==> src/hw/rtl/arpc_pkg.sv <==
`timescale 1ns / 1ps
`default_nettype none
// ----------------------------------------------------------------------------
// arpc_pkg
// Types, codes and constants shared by the ARP responder and cache blocks.
// ----------------------------------------------------------------------------
package arpc_pkg;

  localparam int unsigned CACHE_ENTRIES_DEF = 128;

  localparam int unsigned MAC_W     = 48;
  localparam int unsigned IP_W      = 32;
  localparam int unsigned HDR_W     = 16;
  localparam int unsigned CFG_IDX_W = 2;
  localparam int unsigned CFG_DAT_W = 48;

  localparam logic [HDR_W-1:0] HW_ETHERNET = 16'h0001;
  localparam logic [HDR_W-1:0] PROTO_IPV4  = 16'h0800;
  localparam logic [HDR_W-1:0] OPC_REQUEST = 16'h0001;
  localparam logic [HDR_W-1:0] OPC_REPLY   = 16'h0002;
  localparam logic [IP_W-1:0]  BCAST_IP    = '1;
  localparam logic [MAC_W-1:0] BCAST_MAC   = '1;

  localparam logic OP_PACKET = 1'b0;
  localparam logic OP_LOOKUP = 1'b1;

  localparam logic [1:0] TX_NONE    = 2'd0;
  localparam logic [1:0] TX_REPLY   = 2'd1;
  localparam logic [1:0] TX_REQUEST = 2'd2;

  localparam logic [1:0] LK_NONE = 2'd0;
  localparam logic [1:0] LK_HIT  = 2'd1;
  localparam logic [1:0] LK_MISS = 2'd2;

  localparam logic [CFG_IDX_W-1:0] CFG_OWN_MAC = 2'd0;
  localparam logic [CFG_IDX_W-1:0] CFG_OWN_IP  = 2'd1;

  typedef struct packed {
    logic             op;
    logic [HDR_W-1:0] hw_type;
    logic [HDR_W-1:0] proto_type;
    logic [HDR_W-1:0] arp_opcode;
    logic [MAC_W-1:0] sender_mac;
    logic [IP_W-1:0]  sender_ip;
    logic [MAC_W-1:0] target_mac;
    logic [IP_W-1:0]  target_ip;
    logic [IP_W-1:0]  lookup_ip;
  } in_t;

  typedef struct packed {
    logic [1:0]       tx_kind;
    logic [MAC_W-1:0] tx_dest_mac;
    logic [IP_W-1:0]  tx_target_ip;
    logic [1:0]       lookup_status;
    logic [MAC_W-1:0] lookup_mac;
  } out_t;

  typedef struct packed {
    logic [IP_W-1:0]  ip;
    logic [MAC_W-1:0] mac;
  } entry_t;

  typedef enum logic [1:0] {
    ST_IDLE,
    ST_SCAN,
    ST_WRITE,
    ST_DONE
  } state_t;

endpackage
`default_nettype wire

==> src/hw/rtl/arpc_ctrl.sv <==
`timescale 1ns / 1ps
`default_nettype none
// ----------------------------------------------------------------------------
// arpc_ctrl
// Request decode, sequential cache scan with one shared address comparator,
// entry insert and result register.
// ----------------------------------------------------------------------------
module arpc_ctrl #(
  parameter int unsigned DEPTH = arpc_pkg::CACHE_ENTRIES_DEF
) (
  input  wire                               clk,
  input  wire                               rst_n,
  input  wire                               in_valid,
  output logic                              in_stall,
  input  wire arpc_pkg::in_t                in_data,
  output logic                              out_valid,
  input  wire                               out_stall,
  output arpc_pkg::out_t                    out_data,
  input  wire [arpc_pkg::MAC_W-1:0]         own_mac,
  input  wire [arpc_pkg::IP_W-1:0]          own_ip,
  output logic                              mem_wr_en,
  output logic [$clog2(DEPTH)-1:0]          mem_wr_addr,
  output arpc_pkg::entry_t                  mem_wr_data,
  output logic [$clog2(DEPTH)-1:0]          mem_rd_addr,
  input  wire arpc_pkg::entry_t             mem_rd_data
);
  import arpc_pkg::*;

  localparam int unsigned IDX_W = $clog2(DEPTH);
  localparam int unsigned CNT_W = $clog2(DEPTH + 1);
  localparam logic [CNT_W-1:0] FULL     = CNT_W'(DEPTH);
  localparam logic [IDX_W-1:0] LAST_IDX = IDX_W'(DEPTH - 1);

  state_t           state_r,     state_nxt;
  logic [IP_W-1:0]  key_r,       key_nxt;
  logic [MAC_W-1:0] mac_r,       mac_nxt;
  logic             lookup_r,    lookup_nxt;
  logic [CNT_W-1:0] scan_addr_r, scan_addr_nxt;
  logic             chk_vld_r,   chk_vld_nxt;
  logic [IDX_W-1:0] chk_idx_r,   chk_idx_nxt;
  logic [CNT_W-1:0] fill_r,      fill_nxt;
  logic [IDX_W-1:0] ptr_r,       ptr_nxt;
  logic [IDX_W-1:0] slot_r,      slot_nxt;
  out_t             res_r,       res_nxt;
  logic             out_valid_r, out_valid_nxt;
  out_t             out_data_r,  out_data_nxt;

  logic hit;
  logic issue;

  always_ff @(posedge clk) begin
    if (!rst_n) begin
      state_r     <= ST_IDLE;
      chk_vld_r   <= 1'b0;
      fill_r      <= '0;
      ptr_r       <= '0;
      out_valid_r <= 1'b0;
    end else begin
      state_r     <= state_nxt;
      chk_vld_r   <= chk_vld_nxt;
      fill_r      <= fill_nxt;
      ptr_r       <= ptr_nxt;
      out_valid_r <= out_valid_nxt;
    end
  end

  always_ff @(posedge clk) begin
    key_r       <= key_nxt;
    mac_r       <= mac_nxt;
    lookup_r    <= lookup_nxt;
    scan_addr_r <= scan_addr_nxt;
    chk_idx_r   <= chk_idx_nxt;
    slot_r      <= slot_nxt;
    res_r       <= res_nxt;
    out_data_r  <= out_data_nxt;
  end

  // shared comparator on the registered read data
  assign hit   = chk_vld_r && (mem_rd_data.ip == key_r);
  assign issue = scan_addr_r < fill_r;

  always_comb begin
    state_nxt     = state_r;
    key_nxt       = key_r;
    mac_nxt       = mac_r;
    lookup_nxt    = lookup_r;
    scan_addr_nxt = scan_addr_r;
    chk_vld_nxt   = 1'b0;
    chk_idx_nxt   = chk_idx_r;
    fill_nxt      = fill_r;
    ptr_nxt       = ptr_r;
    slot_nxt      = slot_r;
    res_nxt       = res_r;
    out_data_nxt  = out_data_r;
    out_valid_nxt = out_valid_r && out_stall;
    in_stall      = 1'b1;
    mem_wr_en     = 1'b0;
    mem_wr_addr   = slot_r;
    mem_wr_data   = '{ip: key_r, mac: mac_r};
    mem_rd_addr   = scan_addr_r[IDX_W-1:0];

    unique case (state_r)
      ST_IDLE: begin
        in_stall = 1'b0;
        if (in_valid) begin
          res_nxt       = '0;
          scan_addr_nxt = '0;
          state_nxt     = ST_DONE;
          if (in_data.op == OP_PACKET) begin
            lookup_nxt = 1'b0;
            key_nxt    = in_data.sender_ip;
            mac_nxt    = in_data.sender_mac;
            if (in_data.hw_type == HW_ETHERNET && in_data.proto_type == PROTO_IPV4) begin
              if (in_data.arp_opcode == OPC_REQUEST) begin
                if (in_data.target_ip == own_ip) begin
                  res_nxt.tx_kind      = TX_REPLY;
                  res_nxt.tx_dest_mac  = in_data.sender_mac;
                  res_nxt.tx_target_ip = in_data.sender_ip;
                end
              end else if (in_data.arp_opcode == OPC_REPLY) begin
                if (in_data.target_mac == own_mac) begin
                  state_nxt = ST_SCAN;
                end
              end
            end
          end else begin
            lookup_nxt = 1'b1;
            key_nxt    = in_data.lookup_ip;
            if (in_data.lookup_ip == BCAST_IP) begin
              res_nxt.lookup_status = LK_HIT;
              res_nxt.lookup_mac    = BCAST_MAC;
            end else begin
              state_nxt = ST_SCAN;
            end
          end
        end
      end

      ST_SCAN: begin
        if (hit) begin
          if (lookup_r) begin
            res_nxt.lookup_status = LK_HIT;
            res_nxt.lookup_mac    = mem_rd_data.mac;
            state_nxt             = ST_DONE;
          end else begin
            slot_nxt  = chk_idx_r;
            state_nxt = ST_WRITE;
          end
        end else begin
          chk_vld_nxt = issue;
          chk_idx_nxt = scan_addr_r[IDX_W-1:0];
          if (issue) begin
            scan_addr_nxt = scan_addr_r + CNT_W'(1);
          end else if (!chk_vld_r) begin
            // scan exhausted without a match
            if (lookup_r) begin
              res_nxt.tx_kind       = TX_REQUEST;
              res_nxt.tx_dest_mac   = BCAST_MAC;
              res_nxt.tx_target_ip  = key_r;
              res_nxt.lookup_status = LK_MISS;
              state_nxt             = ST_DONE;
            end else begin
              if (fill_r < FULL) begin
                slot_nxt = fill_r[IDX_W-1:0];
                fill_nxt = fill_r + CNT_W'(1);
              end else begin
                slot_nxt = ptr_r;
                ptr_nxt  = (ptr_r == LAST_IDX) ? '0 : ptr_r + IDX_W'(1);
              end
              state_nxt = ST_WRITE;
            end
          end
        end
      end

      ST_WRITE: begin
        mem_wr_en = 1'b1;
        state_nxt = ST_DONE;
      end

      ST_DONE: begin
        if (!out_valid_r || !out_stall) begin
          out_data_nxt  = res_r;
          out_valid_nxt = 1'b1;
          state_nxt     = ST_IDLE;
        end
      end

      default: begin
        state_nxt = ST_IDLE;
      end
    endcase
  end

  assign out_valid = out_valid_r;
  assign out_data  = out_data_r;

endmodule
`default_nettype wire

==> config.mk <==
export PLATFORM = sky130hd
export DESIGN_NAME = arpc_ctrl
export DESIGN_NICKNAME = d
export VERILOG_FILES = /design/src/hw/rtl/arpc_pkg.sv /design/src/hw/rtl/arpc_ctrl.sv
export SDC_FILE = /design/constraint.sdc
export NUM_CORES = 1
export LEC_CHECK = 0
export CORE_AREA = 3 3 249 251
export CTS_BUF_LIST = sky130_fd_sc_hd__clkbuf_4 sky130_fd_sc_hd__clkbuf_8
export DETAILED_ROUTE_END_ITERATION = 8
export DIE_AREA = 0 0 252 254
export DONT_BUFFER_PORTS = 1
export PLACE_DENSITY = 0.36
export SLEW_MARGIN = 10
export SYNTH_ARGS = -nofsm -noshare
export SYNTH_HDL_FRONTEND = slang
export SYNTH_SLANG_ARGS = --single-unit
==> constraint.sdc <==
create_clock -name clk -period 17 [get_ports clk]
set_input_delay 3.4 -clock clk [delete_from_list [all_inputs] [get_ports clk]]
set_output_delay 3.4 -clock clk [all_outputs]
set_load 0.1 [all_outputs]
# ---- Yosys cells after proc, flatten, opt, wreduce, memory -nomap -nowiden
# Index checks and enable logic that the tools add are counted.
dict set report word_totals {
  output_inout_bits 229
  inputBits 405
  regBits 386
}
dict set report classes {
  n_eq_ne 28
  n_lt_le_gt_ge 2
  reduce_logical 21
  n_mux 45
  bitwise_logic 8
  addsub 3
}
# operator n
set op_table {}
lappend op_table {{132-bit one-hot mux with 2 select lines} 1}
lappend op_table {{84-bit two-way mux} 3}
lappend op_table {{81-bit two-way mux} 3}
lappend op_table {{82-bit two-way mux} 2}
lappend op_table {{132-bit two-way mux} 1}
lappend op_table {{49-bit two-way mux} 2}
lappend op_table {{32-bit equality test} 2}
lappend op_table {{50-bit two-way mux} 1}
lappend op_table {{7-bit two-way mux} 7}
lappend op_table {{48-bit equality test} 1}
lappend op_table {{48-bit two-way mux} 1}
lappend op_table {{16-bit by 1-bit equality test with 1-bit output, second input constant} 2}
lappend op_table {{32-bit equality test, second input constant} 1}
lappend op_table {{32-bit two-way mux} 1}
lappend op_table {{2-bit two-way mux} 12}
lappend op_table {{8-bit two-way mux} 3}
lappend op_table {{6-bit AND reduction} 4}
lappend op_table {{2-bit != test, second input constant} 10}
lappend op_table {{8-bit by 1-bit adder with 8-bit output, second input constant} 2}
lappend op_table {{16-bit by 12-bit equality test with 1-bit output, second input constant} 1}
lappend op_table {{16-bit by 2-bit equality test with 1-bit output, second input constant} 1}
lappend op_table {{8-bit one-hot mux with 2 select lines} 1}
lappend op_table {{4-bit AND reduction} 3}
lappend op_table {{3-bit != test, second input constant} 3}
lappend op_table {{21 further kinds} 39}

# ---- Logic depth before layout (Yosys ltp)
dict set report logic_depth {
  ltp_word 8
  ltp_mapped 9
  ltp_nobuf 8
}

# ---- Least setup slack after synthesis
# No wires, ideal clock.
dict set report synth_path {
  kind {input to register}
  start {input out_stall}
  end {register out_data_r, in the netlist out_data[0], enable pin}
  path_slack_ps 3275
  cell_stages 1
  n_path_buf 0
  arrival_ps 12900
  required_time_ps 16175
  setup_ps 825
  path_cell_list {a21boi_0}
}
dict set report synth_via {
  elab_chain_cells 3
}
# element line_no
set synth_lines {}
lappend synth_lines {{start: declaration} arpc_ctrl.sv:17} ;# input wire out_stall,
lappend synth_lines {{1-bit zero test} arpc_ctrl.sv:182} ;# if (!out_valid_r || !out_stall) begin
lappend synth_lines {{1-bit logical OR} arpc_ctrl.sv:182}
lappend synth_lines {{2-bit AND reduction (no line)} --}
lappend synth_lines {{end signal: assignment} arpc_ctrl.sv:75} ;# out_data_r <= out_data_nxt;
lappend synth_lines {{end: declaration} arpc_ctrl.sv:46} ;# out_t out_data_r, out_data_nxt;
# No other way between the ends.
# A chain may end at the register's enable or synchronous reset.

# ---- Worst setup path in the final report
dict set report layout_path {
  start {input in_data[206] (netlist name)}
  end {register res_r[123] (netlist name), data pin}
}
dict set report layout_via {
  elab_chain_cells 6
}
# element line_no
set layout_lines {}
lappend layout_lines {{start: declaration} arpc_ctrl.sv:15} ;# input wire arpc_pkg::in_t in_data,
lappend layout_lines {{16-bit by 1-bit equality test with 1-bit output} arpc_ctrl.sv:114} ;# if (in_data.arp_opcode == OPC_REQUEST) begin
lappend layout_lines {{81-bit two-way mux} arpc_ctrl.sv:114}
lappend layout_lines {{81-bit two-way mux} arpc_ctrl.sv:113} ;# if (in_data.hw_type == HW_ETHERNET && in_data.proto_type == PROTO_IPV4) begin
lappend layout_lines {{82-bit two-way mux} arpc_ctrl.sv:109} ;# if (in_data.op == OP_PACKET) begin
lappend layout_lines {{132-bit two-way mux} arpc_ctrl.sv:105} ;# if (in_valid) begin
lappend layout_lines {{132-bit one-hot mux with 2 select lines} arpc_ctrl.sv:102} ;# unique case (state_r)
lappend layout_lines {{end signal: assignment} arpc_ctrl.sv:74} ;# res_r <= res_nxt;
lappend layout_lines {{end: declaration} arpc_ctrl.sv:44} ;# out_t res_r, res_nxt;
# No other way between the ends. The select of a mux whose other input is x is not followed.

==> summary.txt <==
Place
  • Final GP Congestion: approximately 0.9
  • Area post-placement: 16560 um2
  • IO Port Bufs: 0
  • Estimated wirelength of the detail-placed design: roughly 45000 um
  • Placed Cells: roughly 1800

Layout
  • Layout cells sized above 1: ~16%
  • FF+latch area: 11400 um2
  • Area growth, synth to finish: 15.51%
  • Layout fillers: 6065
  • Multi-input gate area in the final layout: 3944 um2
  • Final cell count without fillers: around 1900
  • Commonest non-fill, non-tap cell in the layout: edfxtp_1
  • Fin area: 17950 um2
  • Final net count: 1483
  • Most frequent cells in the layout: edfxtp_1, nand2_1, clkbuf_8, xnor2_1, xor2_1

Route
  • Drt pass-1 iters: 5
  • Vias per cell: about 4.7
  • DR WL/cell: ~31 um
  • Via count: 8924
  • Final ANT Viol Nets: 0
  • Iter 0 DRT Violations: about 490
  • Final WL: slightly below 60000 um
  • DRC Markers: 0

Power and ir drop
  • Leak pwr: 6.310 nW
  • Final Power: 3.564 mW
  • Peak supply drop: about 100 uV
  • Cell area power density: 198.6 nW/um2

Floorplanning
  • Core area: around 60000 um2
  • Die height: between 200 and 300 um
  • Initial Util: between 20% and 30%
  • Io pins: around 630
  • Area of the die: between 60000 and 70000 um2
  • Placement row count: 90
  • Chip Width: roughly 250 um

CTS
  • CTS sink count: 386
  • Hold buffer count at CTS: 0
  • Htree depth: 3
  • Clock edge transition at the registers on the reported setup and hold paths: about 50 ps
  • CTS root buf: clkbuf_8
  • Number of buffers created by CTS: 74
  • Deepest clock path buffer count: 3
  • Worst-Skew Late Latency: roughly 630 ps
  • CTS tree: yes
  • Post_cts resized: 0
  • Post-CTS setup buffers: 0

Global route
  • Vias in the first global route: 9411
  • First-pass GRT wire length: about 80000 um
  • GRT Overall Usage: approximately 18%
  • Total gr overflow: 0
  • Initial antenna violation count: 14
  • Pin count of the biggest net entering global routing: 73

Logic synthesis
  • EDFF count, synth: 367
  • Most area-consuming cells after synthesis: edfxtp_1, xnor2_1, xor2_1, nand2_1, dfxtp_1
  • Post-synthesis sequential area ratio: 73.38%
  • Gate Count Post-Synth: roughly 1000
  • Avg Inst Size Synth: roughly 15 um2
  • Syn_nets: approximately 1400
  • #FFs+latches synth: ~390
  • Mapped cell area: around 16000 um2
  • Yosys top cell by area: edfxtp_1
  • Most used DFF post-synth: edfxtp_1
  • Top cell type's share of synthesized area: between 70% and 80%
  • Synthesis Warnings: 0
  • Distinct cells, synth: 48
  • Async SR Flop Fraction: 0%

STA
  • Setup-failing EPs final: 0
  • Final Hold Violating Endpoints: 0
  • Crit path time final: roughly 6000 ps
  • Worst slew margin: between 20% and 30%
  • Worst Tran Pin Value: ~1100 ps
  • Setup TNS: 0 ps
  • Tcrit/Tclk final: 35.20%
  • RSZ-0062 raised after global routing: false
  • Setup Skew: 37.05 ps
  • Final max-slew violation count: 0
  • Max Fclk: ~0.17 GHz
  • Min Hold Slack: about 400 ps

Setup path
  • Reg2reg end: mem_wr_addr[1]
  • Setup slack, reg-to-reg: about 13000 ps
  • Worst R2R Path Depth: 5
  • Startpoint Class: input port
  • Setup crit end kind: flop
  • WP data required: approximately 17000 ps
  • Maximum fanout along the worst path: slightly above 70
  • Critical path type: in -> reg
  • CP arrival: roughly 6500 ps
  • R2r startpoint: key_r[6]

Min path
  • Hold Path Cell Cnt: 0
  • Worst hold start: res_r[113]
  • Hold Path End: out_data[113]
  • Hold Crit Class: reg -> reg

Job
  • Max Cap Violations: 0

Outcome
  • Outcome: completed
==> critical path, cell delays in order <==
cell and delay (ps):
nor4b_1 640, nand4_1 160, nor3_1 320, nand3_1 180, nor4_4 590, buf_4 770
a21o_1 230
==> flip-flops by register name, summed over array words and instances (netlist names) <==
| name | count |
|---|---|
| state_r | 2 |
| ptr_r | 7 |
| scan_addr_r | 8 |
| res_r | 132 |
| lookup_r | 1 |
| out_data | 132 |
| chk_idx_r | 7 |
| mac_r | 48 |
| chk_vld_r | 1 |
| mem_wr_addr | 7 |
| key_r | 32 |
| fill_r | 8 |
| out_valid | 1 |
==> per-layer routing <==
layer / track usage (%) / vias up / share of wire, %
li1: - / 3941 / -
met1: 16.22 / 4411 / 31
met2: 33.97 / 470 / 56
met3: 6.693 / 100 / 8.5
met4: 10.05 / 2 / 4.5
met5: 0 / - / 0.020
==> power breakdown <==
group | switching (mW) | leakage [nW] | internal [mW] | total, mW
Sequential | 0.677 | 3.61 | 1.46 | 2.14
Combinational | 0.420 | 1.99 | 0.147 | 0.568
Clock | 0.397 | 0.706 | 0.464 | 0.860
Total | 1.49 | 6.31 | 2.07 | 3.56
==> kinds of logic after synthesis <==
group	count (synthesis)	synth area share, %
flops	386	73.38
simple gates	250	7.795
compound gates	137	6.402
xor+xnor	120	6.764
buf+inv	60	1.627
mux	40	2.827
fa+ha+maj	15	1.208
==> per-stage QoR <==
step	worst slack [ps]	util (%)
floorplan	3275	-
global placement	10330	27.54
detailed placement	10290	27.54
CTS	10970	29.78
global route	10930	29.84
finish	11020	29.85
==> worst max path at each step <==
stage	from	end	depth (start not counted)	slack (ps)
4_1_cts	in_data[206]	res_r[85]	7	10970
5_1_grt	mem_rd_data[54]	mem_wr_addr[1]	5	10930
3_3_place_gp	mem_rd_data[54]	mem_wr_addr[6]	5	10330
2_1_floorplan	out_stall	out_data[0]	1	3270
3_5_place_dp	in_data[206]	res_r[129]	7	10290
6_report	in_data[206]	res_r[123]	7	11020
==> cell usage after synthesis, drive strengths merged (2+ instances only) <==
library cell and count:
a21o 49, nand2b 2, o21a 3, nand2 113, a31o 2, a21oi 26
nand3 15, and2 3, nor2 27, nor4b 3, o21ai 13, mux2 31
inv 15, nor2b 2, o31a 2, edfxtp 367, buf 15, and3 4
nand4 34, a22o 32, nor3 8, or4 3, xnor2 66, xor2 54
or3 4, ha 15, a31oi 2, mux2i 9, dfxtp 19, clkbuf 30
nor4 29
==> area by class of cell <==
| class | instances | share of cell area (%) |
|---|---|---|
| Sequential cell | 386 | 63.52 |
| Multi-Input combinational cell | 562 | 21.97 |
| Clock buffer | 99 | 6.790 |
| Tap cell | 782 | 5.452 |
| Timing Repair Buffer | 24 | 1.004 |
| Clock inverter | 25 | 0.7320 |
| Inverter | 15 | 0.3137 |
| Antenna cell | 15 | 0.2091 |
(Power assumes the default switching activity.)
